**src/hw/rtl/btb_pkg.sv**
```systemverilog
// shared types and constants of the branch target buffer predictor
package btb_pkg;

   localparam int ENTRIES_DEF = 512;

   localparam logic [3:0] MISPREDICT_CYCLES_RST = 4'd4;
   localparam logic [3:0] BTB_MISS_CYCLES_RST   = 4'd5;

   localparam int CSR_IDX_W = 1;
   localparam logic [CSR_IDX_W-1:0] CSR_MISPREDICT_CYCLES = 1'b0;
   localparam logic [CSR_IDX_W-1:0] CSR_BTB_MISS_CYCLES   = 1'b1;

   typedef enum logic [2:0] {
      OUT_NOT_BRANCH = 3'd0,
      OUT_BTB_MISS   = 3'd1,
      OUT_UNCOND_HIT = 3'd2,
      OUT_PREDICT_OK = 3'd3,
      OUT_MISPREDICT = 3'd4
   } outcome_type;

   typedef struct packed {
      outcome_type outcome;
      logic [3:0]  cycles;
      logic        hit;
      logic        miss;
      logic        mispredict;
      logic        write;
   } res_type;

   function automatic logic [31:0] sat_add32(input logic [31:0] a, input logic [31:0] b);
      logic [32:0] s;
      s = {1'b0, a} + {1'b0, b};
      return s[32] ? 32'hFFFF_FFFF : s[31:0];
   endfunction

endpackage

```
**src/hw/rtl/btb_eval.sv**
```systemverilog
// hit check, direction prediction and entry update for one item
module btb_eval
   import btb_pkg::*;
#(
   parameter int TAG_W = 55
) (
   input  logic [TAG_W+3:0] entry,
   input  logic             is_branch,
   input  logic             is_conditional,
   input  logic             taken,
   input  logic [TAG_W-1:0] tag,
   input  logic [3:0]       mispredict_cycles,
   input  logic [3:0]       btb_miss_cycles,
   output res_type          res,
   output logic [TAG_W+3:0] new_entry
);

   logic             e_valid;
   logic [TAG_W-1:0] e_tag;
   logic             e_cond;
   logic [1:0]       e_ctr;
   logic             hit;
   logic             predict_taken;
   logic [1:0]       ctr_next;

   assign e_valid = entry[TAG_W+3];
   assign e_tag   = entry[TAG_W+2:3];
   assign e_cond  = entry[2];
   assign e_ctr   = entry[1:0];

   assign hit           = e_valid && (e_tag == tag);
   assign predict_taken = e_ctr[1];

   always_comb begin
      ctr_next = e_ctr;
      if (taken) begin
         if (e_ctr != 2'd3) begin
            ctr_next = e_ctr + 2'd1;
         end
      end else begin
         if (e_ctr != 2'd0) begin
            ctr_next = e_ctr - 2'd1;
         end
      end
   end

   always_comb begin
      res       = '{outcome: OUT_NOT_BRANCH, cycles: 4'd1, hit: 1'b0, miss: 1'b0,
                    mispredict: 1'b0, write: 1'b0};
      new_entry = entry;
      if (is_branch) begin
         res.write = 1'b1;
         if (hit) begin
            res.hit = 1'b1;
            if (!e_cond) begin
               res.outcome = OUT_UNCOND_HIT;
            end else begin
               new_entry = {1'b1, e_tag, 1'b1, ctr_next};
               if (taken == predict_taken) begin
                  res.outcome = OUT_PREDICT_OK;
               end else begin
                  res.outcome    = OUT_MISPREDICT;
                  res.cycles     = mispredict_cycles;
                  res.mispredict = 1'b1;
               end
            end
         end else begin
            res.outcome = OUT_BTB_MISS;
            res.cycles  = btb_miss_cycles;
            res.miss    = 1'b1;
            new_entry   = {1'b1, tag, is_conditional, 2'b00};
         end
      end
   end

endmodule

```
**config.mk**
```make
export PLATFORM = sky130hd
export DESIGN_NAME = btb_eval
export DESIGN_NICKNAME = d
export VERILOG_FILES = /design/src/hw/rtl/btb_pkg.sv /design/src/hw/rtl/btb_eval.sv
export SDC_FILE = /design/constraint.sdc
export NUM_CORES = 1
export LEC_CHECK = 0
export BUFFER_PORTS_ARGS = -buffer_cell sky130_fd_sc_hd__buf_4
export CAP_MARGIN = 20
export CORE_AREA = 2 2 76 78
export DETAILED_ROUTE_END_ITERATION = 10
export DIE_AREA = 0 0 78 80
export PLACE_DENSITY = 0.75
export SLEW_MARGIN = 20
export SYNTH_ARGS = -nofsm -noshare
export SYNTH_HDL_FRONTEND = slang
export SYNTH_SLANG_ARGS = --single-unit
```
**constraint.sdc**
```tcl
create_clock -name vclk -period 3
set_input_delay 0.6 -clock vclk [all_inputs]
set_output_delay 0.6 -clock vclk [all_outputs]
set_load 0.05 [all_outputs]
```
---- After elaboration in Yosys (flattened, before gate mapping) ----
Index checks and enable logic that the tools add are counted.
storage, ports and cells
  input bits .............................. 125
  register bits ........................... 0
  output and inout bits ................... 70
cells by class
  add/sub/neg operators ................... 2
  equality and inequality tests ........... 3
  reductions and logical operators ........ 2
  multiplexer cells ....................... 17
operators by type and width
  cell                   number
  $mux W59               3
  $eq A55 B55 Y1         1
  $mux W11               1
  $mux W4                2
  $mux W7                1
  $mux W2                3
  $mux W3                2
  $mux W1                5
  $add A2 B1 Y2 const B  1
  $ne A2 B2 Y1 const B   1
  $reduce_bool A2 Y1     1
  $sub A2 B1 Y2 const B  1
  $eq A1 B1 Y1           1
  $logic_and A1 B1 Y1    1

---- Logic depth before layout (Yosys ltp) ----
Gate-level depths: netlist of the first run.
  depth in word-level cells ............... 6
  depth in mapped cells ................... 8
  depth with buffers taken out ............ 6

---- Least setup slack after synthesis of the first run ----
Ideal clock, no wire load.
  path type ............................... input to output
  start point ............................. input port tag[38]
  end point ............................... output port res[10] in the netlist's numbering
  path slack .............................. -0.449 ns
  buffers on the path ..................... 1
  data required time ...................... 2.400 ns
  arrival time ............................ 2.849 ns
  stages .................................. 6
  path through ............................ xnor2_1 > nand4_1 > nor4_1 > nand4_1 > nor3_1 > buf_4
RTL lines
  item         line            RTL
  from (decl)  btb_eval.sv:11  input logic [TAG_W-1:0] tag,
  to (decl)    btb_eval.sv:14  output res_type res,

---- Worst setup path in the final report of the first run ----
  start point ............................. input port entry[19]
  end point ............................... output port new_entry[56]
on the way
  cells in the longest elaborated chain, start to end .. 4
RTL lines
  item                 line            RTL
  from (decl)          btb_eval.sv:7   input logic [TAG_W+3:0] entry,
  $eq A55 B55 Y1       btb_eval.sv:31  assign hit = e_valid && (e_tag == tag);
  $logic_and A1 B1 Y1  btb_eval.sv:31
  $mux W59             btb_eval.sv:53  if (hit) begin
  $mux W59             btb_eval.sv:51  if (is_branch) begin
  to (decl)            btb_eval.sv:15  output logic [TAG_W+3:0] new_entry
No other way between the ends.

==> results of run 1 <==
[power groups by stage]
| stage | clock network (mW) | logic [mW] | registers [mW] |
|---|---|---|---|
| after CTS | 0 | 0.830 | 0 |
| after floorplan | 0 | 0.414 | 0 |
| after global routing | 0 | 0.919 | 0 |
| after detailed placement | 0 | 0.694 | 0 |
| final | 0 | 0.880 | 0 |
| after global placement | 0 | 0.686 | 0 |
[worst max-delay path, cell delays in order]
cell and delay (ns):
buf_8 0.11, xnor2_4 0.15, nand4_1 0.15, nor4_1 0.28, buf_4 0.15, nand4_1 0.17, o21ai_4 0.31, buf_6 0.17
buf_16 0.15, mux2_2 0.35, buf_6 0.16
[final cells by class]
| type | count | share of cell area |
|---|---|---|
| inverter | 5 | 0.00465 |
| multi-input combinational | 176 | 0.440 |
| tap | 72 | 0.0223 |
| timing repair buffer | 218 | 0.533 |
[metal layers]
layer	vias up	share of wire	GRT usage	wire length [µm]
met2	114	0.56	0.471	4580
met3	8	0.081	0.0667	654
met5	-	0	0	0
met4	0	0.011	0.0281	86
met1	1099	0.34	0.234	2800
li1	1102	-	-	-
[synthesized netlist by cell type, types with 4 or more instances]
cell      instances
nand2b_1          7
mux2_1           18
nand4_1          12
nor2_1            4
xnor2_1          42
xor2_1           11
mux2i_1           4
mux2_2           38
nor4_1            6
nand2_1          14
buf_4             5
nand3_1           4
inv_1             5
[how the worst min path moves through the flow]
stage	from	slack (ns)	endpoint
after floorplan	is_branch	1.37	res[0]
after global placement	is_branch	1.57	res[0]
after detailed placement	is_branch	1.57	res[0]
after CTS	tag[16]	1.56	new_entry[19]
after global routing	is_conditional	1.57	new_entry[2]
final	is_conditional	1.56	new_entry[2]
[kinds of logic after synthesis]
group                    count (synthesis)
AO/OA/AOI/OAI                            9
buffers and inverters                   14
XOR/XNOR                                53
multiplexers                            60
AND/OR/NAND/NOR                         53
adder cells (fa/ha/maj)                  1
[metrics by stage]
| stage | cell area [µm²] | setup WS [ns] |
|---|---|---|
| 2_1_floorplan | 1590 | -0.230 |
| 3_3_place_gp | 3160 | -0.317 |
| 3_5_place_dp | 3160 | -0.321 |
| 4_1_cts | 3780 | -0.242 |
| 5_1_grt | 4030 | -0.424 |
| 6_report | 4030 | -0.344 |
[placed cells by master (no fill, tap or decap), drive strengths merged, types with 2 or more instances in the layout]
cell	n
nor3	2
mux2i	4
o21ai	4
a21boi	2
nand2b	7
nand4	12
xor2	11
mux2	56
inv	5
nor4	6
xnor2	42
nor2	4
nand3	4
buf	217
nand2	14
[what timing repair did]
item | 4_1_cts | 5_1_grt
hold endpoints to repair | 0 | 0
endpoints found under the setup margin | 65 | 68
pin swaps | 7 | 5
hold buffers | 0 | 0
gates cloned | 5 | 1
gates resized for setup | 119 | 50
buffers inserted | 6 | 5
==> reports/qor.txt, run 1 <==
Die footprint -> 6240 µm²
Synth-to-layout area growth -> 155%
Violated checks -> setup timing
I/O pins -> 195
GRT Total Usage -> 0.230
Syn nets -> 315
Critical Path Fanout Max -> 11
Final Hold Viols -> 0
Setup TNS Final -> -16.96 ns
Synth Area in Simple Gates -> 0.176
Routability cong. -> 0.818
WP data arrival -> 2.74 ns
Sequential Power Share -> 0
PD cells -> 218 nW/µm²
Wirelength per Cell -> 17.2 µm
Post-synth top area cell -> mux2_2
Synth top area share -> 0.270
Setup violators final -> 62
Slew Viols, Final -> 0
Share of layout cells above drive strength 1 -> 0.714
Post-route ant nets -> 0
Post-route DRC -> 0
Final WL -> 8120 µm
WHS -> 1.56 ns
Final Critical Period -> 3.34 ns
Crit end category -> output port
Seq/Total Area, Yosys -> 0
Cell Area, Synth -> 1580 µm²
Adder-cell share of the synthesized area -> 0.00632
Cell count after synthesis -> 190
Xor/xnor share of the synthesized area -> 0.293
DR iter-0 viols -> 35
Crit path setup slack, layout -> -0.344 ns
Leakage power -> 1.94 nW
Number of global-route vias before repair -> 2453
Pre-antenna DRT Iters -> 4
Crit path capture -> new_entry[56]
Max cap viols -> 0
RSZ-0062 raised after global routing -> true
Max VDD drop -> 0.172 mV
WHS Path Cells -> 3
Fmax -> 299 MHz
First-pass GRT wire length -> 11800 µm
Comb power frac -> 1.000
Synth Area in Compound Gates -> 0.0411
Starting Density -> 0.293
Gr ovfl total -> 0
Final total power -> 0.880 mW
HP Class -> in2out
Switch share -> 0.509
Internal -> 0.433 mW
Synthesized area per cell -> 8.33 µm²
Vias per cell -> 4.93
Worst-Margin Slew -> 0.346 ns
WS Path Type -> in2out
Port Buffers -> 195
Setup crit start -> entry[19]
Initial antenna violation count -> 0
Die Wd -> 78 µm
Multi-input gate area -> 1770 µm²
Req. time, crit path -> 2.40 ns
FFs & Latches -> 0
Fillers -> 375
Final net count -> 526
ANT cells -> 0
# rows -> 27
Tcrit/Tclk final -> 1.11
Synth cell types -> 28
Via count -> 2323
CLK BUF -> 0
CP Launch Type -> input pin
Largest net degree at the start of global routing -> 15
Slew margin rel. -> 0.767
Layout Cells excl Fill -> 471
P_sw -> 0.448 mW
Largest family of logic cells by synthesized area -> multiplexers
Core Region -> 5410 µm²
Final Util -> 0.746
DIE HEIGHT -> 80 µm
Outcome -> finished with violations
Clock network power share -> 0
Register Area -> 0 µm²
Synth top area cells -> mux2_2 (27%), xnor2_1 (23%), mux2_1 (13%)
DP HPWL -> 5660 µm
Inst Count DP -> 457
Post-synthesis mux area share -> 0.424
Synth warn -> 0
Power figures use the tool's default switching activity.
==> inputs of run 2 (changes only) <==
==> constraint.sdc (replaced) <==
create_clock -name vclk -period 3
set_input_delay 0.6 -clock vclk [all_inputs]
set_output_delay 0.6 -clock vclk [all_outputs]
set_load 0.1 [all_outputs]
==> run 2 against run 1 <==
- the run still ends with setup timing left
- utilization rose by 8.1 points
- critical path depth fell by 2
- final cell count fell by 0.42%
- power rose by 40%
- largest cell class unchanged
- highest routed layer unchanged
==> reports/qor.txt, run 2 (synthesis gave the netlist of run 1 again) <==
Post-route ant nets -> 0
Leading cell types in the layout, fill and taps excluded -> buf_4 (129), buf_12 (53), mux2_4 (39), buf_6 (29), xnor2_1 (25)
Die footprint -> 6240 µm²
RSZ-0062 raised after global routing -> true
Violated checks -> setup timing
Layout Cells excl Fill -> 469
Most common cell after layout, fill and taps aside -> buf_4
Crit path capture -> new_entry[8]
Vias per cell -> 5.13
Slew Viols, Final -> 0
Wirelength per Cell -> 19.5 µm
Max VDD drop -> 0.223 mV
HP Class -> in2out
Crit end category -> output port
Share of layout cells above drive strength 1 -> 0.768
GRT Total Usage -> 0.258
Register Area -> 0 µm²
Number of global-route vias before repair -> 2625
Port Buffers -> 195
WS Path Type -> in2out
DIE HEIGHT -> 80 µm
Critical Path Fanout Max -> 28
Synth-to-layout area growth -> 183%
First-pass GRT wire length -> 12800 µm
DP HPWL -> 5820 µm
Post-route cell area -> 4470 µm²
# rows -> 27
DR iter-0 viols -> 57
Final Util -> 0.828
Max cap viols -> 0
FFs & Latches -> 0
Slew margin rel. -> 0.754
Final Hold Viols -> 0
Final total power -> 1.24 mW
CP Launch Type -> input pin
CLK BUF -> 0
Tcrit/Tclk final -> 1.11
Gr ovfl total -> 0
Post-route DRC -> 0
Pre-antenna DRT Iters -> 4
Routability cong. -> 0.862
Setup violators final -> 68
Req. time, crit path -> 2.40 ns
I/O pins -> 195
Largest net degree at the start of global routing -> 29
Starting Density -> 0.293
WP data arrival -> 2.74 ns
Met3 Usage GRT -> 0.0486
Fmax -> 299 MHz
Core Region -> 5410 µm²
Worst-Margin Slew -> 0.365 ns
Leakage power -> 2.11 nW
Gr busiest metal -> met2
Final net count -> 524
Final Critical Period -> 3.34 ns
Fillers -> 304
Die Wd -> 78 µm
CTS Hold Bufs -> 0
Met2 GRT Util -> 0.547
Area post-placement -> 3400 µm²
Inst Count DP -> 462
Met1 Usage GRT -> 0.248
Hold path start -> entry[30]
Initial antenna violation count -> 0
Final WL -> 9170 µm
ANT cells -> 0
Setup crit start -> tag[30]
Crit path setup slack, layout -> -0.343 ns
PD cells -> 276 nW/µm²
Via count -> 2404
Outcome -> finished with violations
run 2: cell count changes in the layout (fill, tap and decap cells not counted), sizes merged:
cell,before,now
clkbuf,1,0
buf,217,216
run 2: timing repair:
action / CTS / global route
cloned: 3 / 0
pin swaps: 14 / 10
gates resized for setup: 191 / 37
buffers inserted: 5 / 0
setup endpoints to repair: 65 / 68
run 2: power by group:
part / switching [mW] / total, mW / internal (mW)
registers: 0 / 0 / 0
clock network: 0 / 0 / 0
logic: 0.730 / 1.24 / 0.506
total: 0.730 / 1.24 / 0.506
run 2: routing by layer:
layer / vias up / share of wire
met1: 1157 / 0.32
met4: 0 / 0.035
met3: 24 / 0.063
met2: 122 / 0.59
met5: - / 0
li1: 1101 / -
run 2: worst max-delay path, cell delays in order:
cell,delay (ns)
buf_4,0.12
xor2_1,0.18
nor4_1,0.40
buf_4,0.18
nand4_1,0.18
o21ai_4,0.27
buf_12,0.24
mux2_2,0.37
buf_6,0.19
run 2: metrics by stage:
stage                     hold WS (ns)  setup TNS (ns)  setup WS, ns
after CTS                         1.59          -10.14        -0.231
after floorplan                   1.41           -3.81        -0.345
after global routing              1.60          -23.90        -0.409
after global placement            1.62          -16.14        -0.300
final                             1.60          -19.57        -0.343
after detailed placement          1.62          -16.08        -0.290
run 2: layout make-up:
cell class	count	area (µm²)	share of cell area
timing repair buffer	216	2470	0.552
inverter	5	18.8	0.00420
multi-input combinational	176	1900	0.424
tap	72	90.1	0.0201
run 2: how the worst min path moves through the flow:
stage	end	slack, ns	depth (start not counted)
3_5_place_dp	res[0]	1.62	2
4_1_cts	new_entry[30]	1.59	3
5_1_grt	new_entry[30]	1.60	3
3_3_place_gp	res[0]	1.62	2
6_report	new_entry[30]	1.60	3
2_1_floorplan	res[0]	1.41	1
==> inputs of run 3 (changes only) <==
--- a/config.mk
+++ b/config.mk
@@ -10,6 +10,7 @@
 export CORE_AREA = 2 2 76 78
 export DETAILED_ROUTE_END_ITERATION = 10
 export DIE_AREA = 0 0 78 80
+export GPL_TIMING_DRIVEN = 0
 export PLACE_DENSITY = 0.75
 export SLEW_MARGIN = 20
 export SYNTH_ARGS = -nofsm -noshare
==> run 3 against run 2 <==
- the flow still finishes with violations (setup timing)
- highest routed layer unchanged
- sequential cell count unchanged
- critical endpoint is now new_entry[44]
- die area unchanged
- wire length decreased by 3.7%
- fmax increased by 1.1%
- via count decreased by 0.96%
==> reports/qor.txt, run 3 (synthesis gave the netlist of run 1 again) <==
Crit end category -> output port
Final Hold Viols -> 0
Clock network power share -> 0
Fillers -> 343
Pre-antenna DRT Iters -> 4
Internal -> 0.470 mW
DR iter-0 viols -> 41
Violated checks -> setup timing
Core Region -> 5410 µm²
Most common cell after layout, fill and taps aside -> buf_4
WHS Path Cells -> 3
Inst Count DP -> 457
I/O pins -> 195
Final WL -> 8830 µm
Outcome -> finished with violations
Fmax -> 303 MHz
Number of global-route vias before repair -> 2516
RSZ-0062 raised after global routing -> true
Worst-Margin Slew -> 0.502 ns
Area post-placement -> 3330 µm²
Die footprint -> 6240 µm²
Critical Path Fanout Max -> 7
Routability cong. -> 0.879
Starting Density -> 0.293
Via count -> 2381
Vias per cell -> 5.03
Share of layout cells above drive strength 1 -> 0.761
Port Buffers -> 195
DP HPWL -> 6270 µm
FFs & Latches -> 0
Slew margin rel. -> 0.665
Leakage power -> 2.06 nW
P_sw -> 0.715 mW
CLK BUF -> 0
Wirelength per Cell -> 18.7 µm
Gr busiest metal -> met2
Largest net degree at the start of global routing -> 11
Worst Hold Path EP -> new_entry[2]
Post-route ant nets -> 0
Layout Cells excl Fill -> 473
Max cap viols -> 0
Met1 Usage GRT -> 0.233
DIE HEIGHT -> 80 µm
Comb power frac -> 1.000
Crit path setup slack, layout -> -0.305 ns
WP data arrival -> 2.70 ns
Die Wd -> 78 µm
HP Class -> in2out
Slowest cell on the critical path -> nor4_2
Gr ovfl total -> 0
Max incr delay on CP -> 0.33 ns
ANT cells -> 0
Synth-to-layout area growth -> 175%
Tcrit/Tclk final -> 1.10
Crit-path cells -> buf_6 > xnor2_2 > nand4_1 > nor4_2 > nand4_1 > o21ai_4 > buf_6 > clkbuf_16 > mux2_4 > buf_12
Post-route DRC -> 0
Post-route cell area -> 4360 µm²
# rows -> 27
Switch share -> 0.603
Met3 Usage GRT -> 0.0498
Max VDD drop -> 0.221 mV
Leading cell types in the layout, fill and taps excluded -> buf_4 (141), buf_12 (45), mux2_4 (31), xnor2_1 (28), buf_6 (26)
PD cells -> 272 nW/µm²
Final Critical Period -> 3.30 ns
GRT Total Usage -> 0.245
Slew Viols, Final -> 0
WS Path Type -> in2out
Setup violators final -> 66
Final net count -> 528
Hold path start -> is_conditional
CTS Hold Bufs -> 0
Register Area -> 0 µm²
First-pass GRT wire length -> 12200 µm
Sequential Power Share -> 0
Met2 GRT Util -> 0.528
Initial antenna violation count -> 0
Req. time, crit path -> 2.40 ns
CP Launch Type -> input pin
-- run 3: cell count changes in the layout (fill, tap and decap cells not counted), moves of 2 or more --
cell       delta
buf_12        -8
buf_16        -3
buf_4        +12
buf_6         -3
buf_8         +2
clkbuf_16     +3
mux2_2        +8
mux2_4        -8
xnor2_1       +3
xnor2_2       -3
-- run 3: per-stage QoR --
step	power (mW)	setup TNS (ns)	setup WS (ns)	hold WS, ns	utilization
global placement	0.982	-36.66	-0.671	1.66	0.617
floorplan	0.703	-3.81	-0.345	1.41	-
detailed placement	0.991	-38.10	-0.699	1.68	0.617
finish	1.19	-16.05	-0.305	1.59	0.806
global route	1.22	-22.70	-0.411	1.60	0.806
CTS	1.12	-10.34	-0.206	1.59	0.753
-- run 3: power by group through the flow --
stage | Clock (mW) | Sequential [mW] | Combinational, mW
6_report | 0 | 0 | 1.19
5_1_grt | 0 | 0 | 1.22
4_1_cts | 0 | 0 | 1.12
3_5_place_dp | 0 | 0 | 0.991
3_3_place_gp | 0 | 0 | 0.982
2_1_floorplan | 0 | 0 | 0.703
-- run 3: worst max path at each step --
stage / endpoint / startpoint
5_1_grt: new_entry[25] / tag[32]
3_5_place_dp: res[4] / tag[27]
3_3_place_gp: res[7] / tag[11]
2_1_floorplan: res[4] / tag[38]
4_1_cts: new_entry[7] / entry[38]
6_report: new_entry[44] / entry[38]
-- run 3: critical path, delay by kind of cell --
| kind | cells | cell delay, ns |
|---|---|---|
| buf+inv | 4 | 0.64 |
| compound gates | 1 | 0.27 |
| xor+xnor | 1 | 0.16 |
| mux | 1 | 0.31 |
| simple gates | 3 | 0.70 |
-- run 3: repair_timing --
item / 4_1_cts / 5_1_grt
buffers inserted: 9 / 5
endpoints found under the hold margin: 0 / 0
resized for setup: 150 / 45
cloned: 0 / 3
pin swaps: 18 / 3
endpoints found under the setup margin: 68 / 68
-- run 3: area by class of cell --
class	instances	area, µm²	share of cell area
Buffer	9	108	0.0247
Tap cell	72	90.1	0.0207
Multi-Input combinational cell	176	1860	0.427
Timing Repair Buffer	211	2280	0.524
Inverter	5	18.8	0.00431
-- run 3: layer usage --
metal	part of all wire	up-vias
li1	-	1107
met1	0.32	1132
met2	0.58	120
met3	0.065	22
met4	0.036	0
met5	0	-
